==> src/sv/fss_pkg.sv <==
`timescale 1ns / 1ps

package fss_pkg;

    localparam int DUTY_W     = 16;
    localparam int INTERVAL_W = 8;
    localparam int DELAY_W    = 7;
    localparam int SEQ_W      = 8;
    localparam int CFG_IDX_W  = 3;
    localparam int CFG_DATA_W = 16;
    localparam int S_DATA_W   = 24;
    localparam int M_DATA_W   = 40;

    // Register indexes of the configuration port.
    typedef enum logic [CFG_IDX_W-1:0] {
        CFG_PWM_PERIOD      = 3'd0,
        CFG_LOW_DUTY_THRESH = 3'd1,
        CFG_DUTY_STEP       = 3'd2,
        CFG_FAST_INTERVAL   = 3'd3,
        CFG_SLOW_INTERVAL   = 3'd4,
        CFG_POWER_ON_DELAY  = 3'd5,
        CFG_POWER_OFF_DELAY = 3'd6
    } cfg_idx_t;

    localparam logic [DUTY_W-1:0]     RST_PWM_PERIOD      = 16'd1600;
    localparam logic [DUTY_W-1:0]     RST_LOW_DUTY_THRESH = 16'd160;
    localparam logic [DUTY_W-1:0]     RST_DUTY_STEP       = 16'd1;
    localparam logic [INTERVAL_W-1:0] RST_FAST_INTERVAL   = 8'd1;
    localparam logic [INTERVAL_W-1:0] RST_SLOW_INTERVAL   = 8'd10;
    localparam logic [DELAY_W-1:0]    RST_POWER_ON_DELAY  = 7'd5;
    localparam logic [DELAY_W-1:0]    RST_POWER_OFF_DELAY = 7'd50;

    localparam logic [INTERVAL_W-1:0] RAMP_COUNT_MAX = '1;

    typedef struct packed {
        logic [DUTY_W-1:0]     pwm_period;
        logic [DUTY_W-1:0]     low_duty_threshold;
        logic [DUTY_W-1:0]     duty_step;
        logic [INTERVAL_W-1:0] fast_interval;
        logic [INTERVAL_W-1:0] slow_interval;
        logic [DELAY_W-1:0]    power_on_delay;
        logic [DELAY_W-1:0]    power_off_delay;
    } cfg_t;

    typedef struct packed {
        logic [DUTY_W-1:0] target_duty;
        logic              tick_fast;
        logic              tick_slow;
    } item_t;

    // Power sequencing status handed to the ramp.
    typedef struct packed {
        logic fan_power;
        logic pwm_allowed;
    } seq_status_t;

endpackage

==> src/sv/fss_seq.sv <==
`timescale 1ns / 1ps

module fss_seq (
    input  logic                                aclk,
    input  logic                                aresetn,
    input  logic                                step,
    input  logic                                tick_slow,
    input  logic                                target_nonzero,
    input  logic [fss_pkg::DELAY_W-1:0]         power_on_delay,
    input  logic [fss_pkg::DELAY_W-1:0]         power_off_delay,
    output fss_pkg::seq_status_t                status_next
);
    import fss_pkg::*;

    logic signed [SEQ_W-1:0] seq_count_reg, seq_count_next;
    logic signed [SEQ_W-1:0] seq_base;
    logic signed [SEQ_W-1:0] on_limit, off_limit;
    seq_status_t             status_reg;

    assign on_limit  = signed'({1'b0, power_on_delay});
    assign off_limit = -signed'({1'b0, power_off_delay});

    always_comb begin
        seq_count_next = seq_count_reg;
        status_next    = status_reg;
        seq_base       = seq_count_reg;
        if (tick_slow) begin
            if (target_nonzero) begin
                status_next.fan_power = 1'b1;
                seq_base = (seq_count_reg < 0) ? '0 : seq_count_reg;
                if (seq_base < on_limit) begin
                    seq_count_next = seq_base + 8'sd1;
                end else begin
                    seq_count_next          = seq_base;
                    status_next.pwm_allowed = 1'b1;
                end
            end else begin
                status_next.pwm_allowed = 1'b0;
                seq_base = (seq_count_reg > 0) ? '0 : seq_count_reg;
                if (seq_base > off_limit) begin
                    seq_count_next = seq_base - 8'sd1;
                end else begin
                    seq_count_next        = seq_base;
                    status_next.fan_power = 1'b0;
                end
            end
        end
    end

    always_ff @(posedge aclk) begin
        if (!aresetn) begin
            seq_count_reg <= '0;
            status_reg    <= '0;
        end else if (step) begin
            seq_count_reg <= seq_count_next;
            status_reg    <= status_next;
        end
    end

endmodule

==> src/sv/fss_ramp.sv <==
`timescale 1ns / 1ps

module fss_ramp (
    input  logic                            aclk,
    input  logic                            aresetn,
    input  logic                            step,
    input  logic [fss_pkg::DUTY_W-1:0]      target_duty,
    input  logic                            tick_fast,
    input  logic                            pwm_allowed,
    input  fss_pkg::cfg_t                   cfg,
    output logic [fss_pkg::DUTY_W-1:0]      duty_next,
    output logic [fss_pkg::DUTY_W-1:0]      compare_next,
    output logic                            channel_on_next
);
    import fss_pkg::*;

    logic [DUTY_W-1:0]     duty_reg;
    logic [INTERVAL_W-1:0] ramp_count_reg, ramp_count_next;
    logic [INTERVAL_W-1:0] count_inc, limit;
    logic                  going_up;
    logic [DUTY_W-1:0]     gap, stepped;

    assign count_inc = (ramp_count_reg == RAMP_COUNT_MAX) ? ramp_count_reg
                                                          : ramp_count_reg + 8'd1;
    assign limit    = (duty_reg < cfg.low_duty_threshold) ? cfg.fast_interval
                                                          : cfg.slow_interval;
    assign going_up = duty_reg < target_duty;
    assign gap      = going_up ? target_duty - duty_reg : duty_reg - target_duty;
    assign stepped  = going_up ? duty_reg + cfg.duty_step : duty_reg - cfg.duty_step;

    always_comb begin
        duty_next       = duty_reg;
        ramp_count_next = ramp_count_reg;
        if (target_duty == '0 || !pwm_allowed) begin
            duty_next       = '0;
            ramp_count_next = '0;
        end else if (duty_reg == target_duty) begin
            ramp_count_next = '0;
        end else if (tick_fast) begin
            if (count_inc < limit) begin
                ramp_count_next = count_inc;
            end else begin
                ramp_count_next = '0;
                // Clamp the last step so the duty lands exactly on the target.
                duty_next = (gap >= cfg.duty_step) ? stepped : target_duty;
            end
        end
    end

    always_comb begin
        channel_on_next = duty_next != '0;
        if (duty_next == '0) begin
            compare_next = '0;
        end else if (duty_next >= cfg.pwm_period) begin
            compare_next = cfg.pwm_period;
        end else begin
            compare_next = duty_next;
        end
    end

    always_ff @(posedge aclk) begin
        if (!aresetn) begin
            duty_reg       <= '0;
            ramp_count_reg <= '0;
        end else if (step) begin
            duty_reg       <= duty_next;
            ramp_count_reg <= ramp_count_next;
        end
    end

endmodule

==> src/sv/fan_soft_start_sequencer.sv <==
`timescale 1ns / 1ps

// Fan soft-start sequencer: power sequencing and a soft-start PWM duty ramp.
// Each input word is one control pass: the target duty and two tick flags
// (a fast tick and a slow tick). Each pass yields exactly one result word
// with the fan power level, the PWM permit, the ramped duty, the compare value
// for the PWM timer and the channel enable.
// The input word lands in an input register; once the output slot is free or
// being emptied, the sequencing and ramp logic update the state and the result
// is written to the output register, which drives m_tvalid. A new word can be
// taken every cycle, giving one result per cycle when the sink keeps m_tready
// high. The ramp updates its state once per pass, so it never holds the flow.
// When the sink stalls, the result stays in the output register and the input
// register still takes one more word; s_tready drops only when both are full.
// Reset (aresetn low at a clock edge) empties both registers, clears the duty,
// ramp and sequencing state, and loads the registers with their defaults.
// Configuration writes through cfg_we/cfg_addr/cfg_wdata take effect at the
// next edge and are expected only while no pass is in flight.
module fan_soft_start_sequencer (
    input  logic                                aclk,
    input  logic                                aresetn,
    // Input words.
    input  logic                                s_tvalid,
    output logic                                s_tready,
    // [15:0] target_duty, [16] tick_fast, [17] tick_slow, [23:18] zero
    input  logic [fss_pkg::S_DATA_W-1:0]        s_tdata,
    // Result words.
    output logic                                m_tvalid,
    input  logic                                m_tready,
    // [0] fan_power, [1] pwm_allowed, [17:2] present_duty,
    // [33:18] compare_value, [34] channel_on, [39:35] zero
    output logic [fss_pkg::M_DATA_W-1:0]        m_tdata,
    // Configuration write port.
    input  logic                                cfg_we,
    input  logic [fss_pkg::CFG_IDX_W-1:0]       cfg_addr,
    input  logic [fss_pkg::CFG_DATA_W-1:0]      cfg_wdata
);
    import fss_pkg::*;

    cfg_t        cfg_reg;
    item_t       in_item_reg;
    logic        in_valid_reg;
    logic        out_valid_reg;
    logic [M_DATA_W-1:0] out_data_reg;
    logic        advance;
    seq_status_t status_next;
    logic [DUTY_W-1:0] duty_next, compare_next;
    logic        channel_on_next;

    // A pass moves from the input register to the output register whenever
    // the output slot is empty or is being emptied in this cycle.
    assign advance  = in_valid_reg && (!out_valid_reg || m_tready);
    assign s_tready = !in_valid_reg || advance;
    assign m_tvalid = out_valid_reg;
    assign m_tdata  = out_data_reg;

    always_ff @(posedge aclk) begin
        if (!aresetn) begin
            cfg_reg.pwm_period         <= RST_PWM_PERIOD;
            cfg_reg.low_duty_threshold <= RST_LOW_DUTY_THRESH;
            cfg_reg.duty_step          <= RST_DUTY_STEP;
            cfg_reg.fast_interval      <= RST_FAST_INTERVAL;
            cfg_reg.slow_interval      <= RST_SLOW_INTERVAL;
            cfg_reg.power_on_delay     <= RST_POWER_ON_DELAY;
            cfg_reg.power_off_delay    <= RST_POWER_OFF_DELAY;
        end else if (cfg_we) begin
            case (cfg_idx_t'(cfg_addr))
                CFG_PWM_PERIOD:      cfg_reg.pwm_period         <= cfg_wdata;
                CFG_LOW_DUTY_THRESH: cfg_reg.low_duty_threshold <= cfg_wdata;
                CFG_DUTY_STEP:       cfg_reg.duty_step          <= cfg_wdata;
                CFG_FAST_INTERVAL:   cfg_reg.fast_interval   <= cfg_wdata[INTERVAL_W-1:0];
                CFG_SLOW_INTERVAL:   cfg_reg.slow_interval   <= cfg_wdata[INTERVAL_W-1:0];
                CFG_POWER_ON_DELAY:  cfg_reg.power_on_delay  <= cfg_wdata[DELAY_W-1:0];
                CFG_POWER_OFF_DELAY: cfg_reg.power_off_delay <= cfg_wdata[DELAY_W-1:0];
                default: begin
                    // Writes beyond the register list are dropped.
                end
            endcase
        end
    end

    always_ff @(posedge aclk) begin
        if (!aresetn) begin
            in_valid_reg <= 1'b0;
        end else if (s_tvalid && s_tready) begin
            in_valid_reg <= 1'b1;
        end else if (advance) begin
            in_valid_reg <= 1'b0;
        end
    end

    always_ff @(posedge aclk) begin
        if (s_tvalid && s_tready) begin
            in_item_reg.target_duty <= s_tdata[DUTY_W-1:0];
            in_item_reg.tick_fast   <= s_tdata[DUTY_W];
            in_item_reg.tick_slow   <= s_tdata[DUTY_W+1];
        end
    end

    // Sequencing runs first so the ramp sees the permit of this pass.
    fss_seq u_seq (
        .aclk            (aclk),
        .aresetn         (aresetn),
        .step            (advance),
        .tick_slow       (in_item_reg.tick_slow),
        .target_nonzero  (in_item_reg.target_duty != '0),
        .power_on_delay  (cfg_reg.power_on_delay),
        .power_off_delay (cfg_reg.power_off_delay),
        .status_next     (status_next)
    );

    fss_ramp u_ramp (
        .aclk            (aclk),
        .aresetn         (aresetn),
        .step            (advance),
        .target_duty     (in_item_reg.target_duty),
        .tick_fast       (in_item_reg.tick_fast),
        .pwm_allowed     (status_next.pwm_allowed),
        .cfg             (cfg_reg),
        .duty_next       (duty_next),
        .compare_next    (compare_next),
        .channel_on_next (channel_on_next)
    );

    always_ff @(posedge aclk) begin
        if (!aresetn) begin
            out_valid_reg <= 1'b0;
        end else if (advance) begin
            out_valid_reg <= 1'b1;
        end else if (m_tready) begin
            out_valid_reg <= 1'b0;
        end
    end

    always_ff @(posedge aclk) begin
        if (advance) begin
            out_data_reg <= {5'd0, channel_on_next, compare_next, duty_next,
                             status_next.pwm_allowed, status_next.fan_power};
        end
    end

    // The channel enable follows the ramped duty.
    assert property (@(posedge aclk) disable iff (!aresetn)
        m_tvalid |-> (m_tdata[34] == (m_tdata[17:2] != 16'd0)))
        else $error("channel_on does not match present_duty");

    // PWM is never permitted with the fan supply off.
    assert property (@(posedge aclk) disable iff (!aresetn)
        m_tvalid && m_tdata[1] |-> m_tdata[0])
        else $error("pwm_allowed without fan_power");

    // A nonzero duty only exists while PWM is permitted.
    assert property (@(posedge aclk) disable iff (!aresetn)
        m_tvalid && (m_tdata[17:2] != 16'd0) |-> m_tdata[1])
        else $error("nonzero duty without pwm_allowed");

    // The compare value never exceeds the duty.
    assert property (@(posedge aclk) disable iff (!aresetn)
        m_tvalid |-> (m_tdata[33:18] <= m_tdata[17:2]))
        else $error("compare_value above present_duty");

    // Nothing is offered in the cycle after reset.
    assert property (@(posedge aclk) !aresetn |=> !m_tvalid)
        else $error("result valid right after reset");

endmodule
==> config.mk <==
export PLATFORM = sky130hd
export DESIGN_NAME = fan_soft_start_sequencer
export DESIGN_NICKNAME = d
export VERILOG_FILES = /design/src/sv/fss_pkg.sv /design/src/sv/fss_seq.sv /design/src/sv/fss_ramp.sv /design/src/sv/fan_soft_start_sequencer.sv
export SDC_FILE = /design/constraint.sdc
export NUM_CORES = 1
export LEC_CHECK = 0
export BUFFER_PORTS_ARGS = -buffer_cell sky130_fd_sc_hd__clkbuf_2
export CORE_MARGIN = 1
export CORE_UTILIZATION = 45
export DETAILED_ROUTE_END_ITERATION = 10
export GPL_TIMING_DRIVEN = 0
export PLACE_DENSITY = 0.62
export SYNTH_ARGS = -nofsm -noshare
export SYNTH_HDL_FRONTEND = slang
export SYNTH_HIERARCHICAL = 1
export SYNTH_SLANG_ARGS = --single-unit
==> constraint.sdc <==
create_clock -name aclk -period 16.2 [get_ports aclk]
set_clock_uncertainty 0.1 [all_clocks]
set_input_delay 2.43 -clock aclk [delete_from_list [all_inputs] [get_ports aclk]]
set_output_delay 2.43 -clock aclk [all_outputs]
set_load 0.005 [all_outputs]
======== After elaboration in Yosys (flattened, before gate mapping) ========
Index checks and enable logic that the tools add are counted.
storage, ports and cells
  bits in registers ....................... 167
  logic and storage cells ................. 96
  bits of input ports ..................... 48
  output and inout port bits .............. 42
cells by class
  order comparisons ....................... 9
  $add $sub $neg .......................... 8
  equality and inequality tests ........... 8
  muxes and demuxes ....................... 27
  reductions and logical operators ........ 25
operators by type and width
  kind                   number
  $mux W16               8
  $mux W8                11
  $sub A16 B16 Y16       3
  $ge A16 B16 Y1         2
  $logic_not A16 Y1      2
  $lt A16 B16 Y1         2
  $reduce_bool A16 Y1    2
  $reduce_and A2 Y1      9
  $add A16 B16 Y16       1
  $eq A16 B16 Y1         1
  $lt A8 B8 Y1           2
  $eq A3 B3 Y1 const B   3
  $add A8 B1 Y8 const B  1
  $add A8 B2 Y8 const B  1
  $eq A8 B8 Y1 const B   1
  $gt A8 B1 Y1 const B   1
  $gt A8 B8 Y1           1
  $lt A8 B1 Y1 const B   1
  $neg A7 Y8             1
  $sub A8 B2 Y8 const B  1
  $eq A3 B2 Y1 const B   2
  $mux W1                6
  $mux W2                2
  $reduce_bool A2 Y1     2
  other kinds (6)        11

======== Logic depth before layout (Yosys ltp) ========
  depth in word-level cells ............... 11
  mapped depth ............................ 39
  depth with buffers taken out ............ 35

======== Cells and area by module ========
The synthesis kept the hierarchy.
modules (own cells, without submodules)
  module                    times used  sequential area each (µm²)  cells an instance  area each (µm²)
  fss_ramp                  1           480.5                       798                5,884.4
  fan_soft_start_sequencer  1           3,193.1                     367                4,780.8
  fss_seq                   1           200.2                       193                1,408.9

======== Worst setup path after synthesis ========
No wires, ideal clock.
  kind .................................... flip-flop to flip-flop
  start ................................... register u_ramp.duty_reg[0]
  end ..................................... register out_data_reg[24] (netlist: m_tdata[24]), data pin
  setup time .............................. 0.272 ns
  clock period less this slack ............ 8.063 ns
  stages on the path, launching flop included .. 34
  data arrival time ....................... 7.692 ns
  setup slack ............................. 8.137 ns
  required time ........................... 15.828 ns
  path buffers ............................ 5
  path through ............................ dfxtp_1 > inv_1 > ha_1 > inv_1 > fa_1 > a21oi_1 > o22ai_1 > o311a_1 > nor2_1 > clkbuf_1 > clkbuf_1 > clkbuf_1 > nand2_1 > o21ai_0 > inv_1 > ha_1 > nor2b_1 > o2111ai_1 > nand3b_1 > o2111a_1 > o21ai_0 > a21oi_1 > or3_1 > a2111oi_2 > nor2_1 > buf_2 > inv_1 > ha_1 > and3_1 > a221o_1 > a31oi_1 > clkbuf_1 > mux2i_1 > a21oi_2
on the way
  word-level cells in the longest chain between the ends .. 10
  elaborated cells between the ends (all ways) .. 20
  those cells by class .................... add/sub: 4; order compare: 5; eq/ne: 1; mux: 9; reduce/logical: 1
ends and longest elaborated chain
  what                                                line                             source
  from (decl)                                         fss_ramp.sv:17                   logic [DUTY_W-1:0] duty_reg;
  from (signal assigned)                              fss_ramp.sv:66                   duty_reg <= duty_next;
  $sub A16 B16 Y16 or $lt A16 B16 Y1 (tied branches)  fss_ramp.sv:28, fss_ramp.sv:27
  $mux W16                                            fss_ramp.sv:28                   assign gap = going_up ? target_duty - duty_reg : duty_reg - target_duty;
  $ge A16 B16 Y1                                      fss_ramp.sv:45                   duty_next = (gap >= cfg.duty_step) ? stepped : target_duty;
  $mux W16                                            fss_ramp.sv:45
  $mux W16                                            fss_ramp.sv:40                   if (count_inc < limit) begin
  $mux W16                                            fss_ramp.sv:39                   end else if (tick_fast) begin
  $mux W16 *                                          fss_ramp.sv:37                   end else if (duty_reg == target_duty) begin
  $mux W16 *                                          fss_ramp.sv:34                   if (target_duty == '0 || !pwm_allowed) begin
  named net duty_next[15]                             fan_soft_start_sequencer.sv:47   logic [DUTY_W-1:0] duty_next, compare_next;
  $ge A16 B16 Y1                                      fss_ramp.sv:54                   end else if (duty_next >= cfg.pwm_period) begin
  $mux W16                                            fss_ramp.sv:54
  to (signal assigned)                                fan_soft_start_sequencer.sv:137  out_data_reg <= {5'd0, channel_on_next, compare_next, duty_next,
  to (decl)                                           fan_soft_start_sequencer.sv:44   logic [M_DATA_W-1:0] out_data_reg;
The timed path passes the listed nets; every way through them passes the cells marked *.
A chain may end at the register's enable or synchronous reset.

======== Worst setup path after layout ========
Ends and elaborated chain as after synthesis.

==> impl_metrics.json <==
{
  "tns_ns": 0,
  "io_buffers": 75,
  "wl_per_cell_um": 18.5,
  "clk_pin_slew_ns": 0.07,
  "post-cts-setup-buffer-count": 0,
  "worstSkewPairLatency_ns": 0.43,
  "worst_pin_slew_ns": 1.13,
  "syn-cell-area_um2": 12100,
  "start_util_pct": 46.1,
  "nets": 1628,
  "p_total_w": 0.00115,
  "cp_slowest_stage_delay_ns": 0.81,
  "viasPerCell": 5.63,
  "place_area_um2": 12900,
  "place_inst": 1774,
  "cts.sinks": 167,
  "gp_congestion": 0.907,
  "grt_max_degree": 34,
  "synth.avg_cell_area_um2": 8.89,
  "cts_tree": "built",
  "io_pins": 90,
  "grtUsageMet3_pct": 3.38,
  "p_seq_share_pct": 40.4,
  "coreArea_um2": 26200,
  "slowest_stage": "a31oi_1",
  "fin_crit_ns": 10.60,
  "layout_commonest_cell": "nand2_1",
  "synth_cells": 1358,
  "slew_viol_final": 0,
  "ys_top_cells_by_area": "dfxtp_1 19%, edfxtp_1 13%, ha_1 12%, mux2i_1 11%, nand2_1 5.0%",
  "grt_pass1_wl_mm": 53.1,
  "fin_crit_sh_pct": 65.5,
  "use_met1_pct": 33.6,
  "yosysTopAreaCellShare_pct": 18.9,
  "dieWidth_um": 166,
  "final_cell_mix": "161 x nand2_1, 133 x mux2i_1, 119 x ha_1, 118 x inv_1, 114 x dfxtp_1",
  "ys.flop_type": "dfxtp_1",
  "cts_buffers": 17,
  "ys_types": 95,
  "diodes": 0,
  "end_kind": "flop",
  "ant_nets": 0,
  "row_count": 59,
  "drt_iter0_drc": 700,
  "outcome": "finished with violations",
  "largest_reg_flops": 78,
  "wl_mm": 33.4,
  "area_delta_synth_final_pct": 12.2,
  "yosysWarnings": 6,
  "use_met2_pct": 40.3,
  "rsz0062_at_grt": "no",
  "grt_overflow": 0,
  "path_class": "flop to flop",
  "intPower_w": 0.000771,
  "power_density_nw_per_um2": 84.6,
  "worstHoldPathType": "flop to flop",
  "worstPathMaxFanout": 10,
  "synth-edff-count": 53,
  "ys_seq_area_share_pct": 32.1,
  "hold_viol": 0,
  "htreeDepth": 4,
  "finalNonFillerCells": 1806,
  "p_switching_w": 0.000374,
  "ff_latch_area_um2": 3870,
  "synth_largest_area_cell": "dfxtp_1",
  "hold_buffers": 0,
  "async_reset_ff_share_pct": 0,
  "firstDrtPassIters": 8,
  "dieArea_um2": 27500,
  "grt.busiest_layer": "met2",
  "peakVddDrop_mv": 0.0589,
  "critPathArrivalTime_ns": 10.67,
  "vias": 10200,
  "dp_hpwl_mm": 26.3,
  "cts_buffer_depth": 2,
  "grtUsageTotal_pct": 24.5,
  "ys_ff_latch": 167,
  "ctsResizeCount": 0,
  "stdcell_area_um2": 13500,
  "cts-root-buf": "clkbuf_16",
  "violations": "DRC",
  "finalSetupViolCount": 0,
  "slew_headroom_pct": 23.9,
  "max_freq_mhz": 94.3,
  "grt_pass1_vias": 9720,
  "drc_errors": 6,
  "cp.required_ns": 16.26,
  "p_clk_share_pct": 36.8,
  "p_leak_nw": 6.02,
  "multiInputGateArea_um2": 7430,
  "power_frac_comb_pct": 22.9,
  "switching_share_pct": 32.7,
  "cap_violations": 0,
  "die_h_um": 166,
  "layout-drive-gt1-share_pct": 12.0,
  "grt_antenna_before_repair": 0,
  "startpoint_type": "flop",
  "fillCellCount": 2485
}
## critical path: cells and delay by family, from the launching register on
family | cells | cell delay (ns)
adders and majority gates | 4 | 1.05
AOI/OAI and AO/OA | 12 | 3.55
DFF | 1 | 0.40
buffers and inverters | 9 | 3.00
muxes | 1 | 0.29
and+or+nand+nor | 7 | 1.94
## path summary, 6_finish.rpt
kind | end | from | depth (start not counted) | slack, ns
hold / removal | cfg_reg[61]$_SDFFE_PN0P_ | cfg_reg[61]$_SDFFE_PN0P_ | 2 | 0.36
setup reg to reg | m_tdata[24]$_DFFE_PP_ | u_ramp/duty_reg[0]$_SDFFE_PN0P_ | 33 | 5.60
setup / recovery | m_tdata[24]$_DFFE_PP_ | u_ramp/duty_reg[0]$_SDFFE_PN0P_ | 33 | 5.60
hold reg to reg | cfg_reg[61]$_SDFFE_PN0P_ | cfg_reg[61]$_SDFFE_PN0P_ | 2 | 0.36
## power by group through the flow
stage	sequential [W]	clock (W)	combinational, W
final	0.000462	0.000421	0.000262
after global routing	0.000464	0.000445	0.000288
after CTS	0.000462	0.000429	0.000258
after detailed placement	0.000472	0	0.000256
after global placement	0.000472	0	0.000251
after floorplan	0.000467	0	0.000188
## stage by stage
stage	util (%)	hold WS (ns)	worst slack [ns]
floorplan	-	0.335	8.14
global placement	49.2	0.344	5.79
detailed placement	49.3	0.347	5.76
CTS	51.7	0.359	5.68
global route	51.7	0.373	4.90
finish	51.7	0.355	5.60
## layout make-up
cell class / instances / area share (%)
multi-input combinational: 1009 / 54.9
sequential: 167 / 28.6
inverter: 118 / 3.27
clock buffer: 17 / 3.14
tap: 335 / 3.09
timing repair buffer: 77 / 3.03
buffer: 68 / 2.63
clock inverter: 15 / 1.34
## Yosys cell counts, types with 4 or more instances
master and n:
xnor2_1 37, o31ai_1 6, buf_4 7, a211oi_1 13
nor2_1 63, xor2_1 14, o41ai_1 6, ha_1 119
nand2b_1 13, o211a_1 4, or4_1 4, nand3_1 33
nor4_1 16, nand2_1 161, buf_6 6, or3_1 5
nor3_1 16, dfxtp_1 114, inv_1 118, o211ai_1 10
o21ai_0 41, a21oi_1 77, and2_1 15, o21a_1 8
o21bai_1 7, nor2b_1 36, o22ai_1 5, buf_2 10
a311oi_1 6, nand4_1 17, clkbuf_1 41, and3_1 5
a21oi_2 9, a31oi_1 13, a21o_1 20, mux2i_1 133
mux2_2 4, edfxtp_1 53, o21ai_1 4, a21boi_0 5
## logic make-up (layout without fill, tap and decap cells)
logic type,after synthesis,after routing,synth area share (%)
other cells,1,5,0.0311
mux,137,137,11.4
compound gates,276,276,15.8
buf+inv,186,295,6.62
flops,167,167,32.1
fa+ha+maj,122,122,12.8
xor+xnor,51,51,3.70
simple gates,418,418,17.5
## routing by layer
layer	wire, um	share of wire, %
met3	1470	4.4
met1	16000	48
met5	0	0
met2	15400	46
met4	657	2.0
No activity file was read; power rests on OpenSTA's default activity.
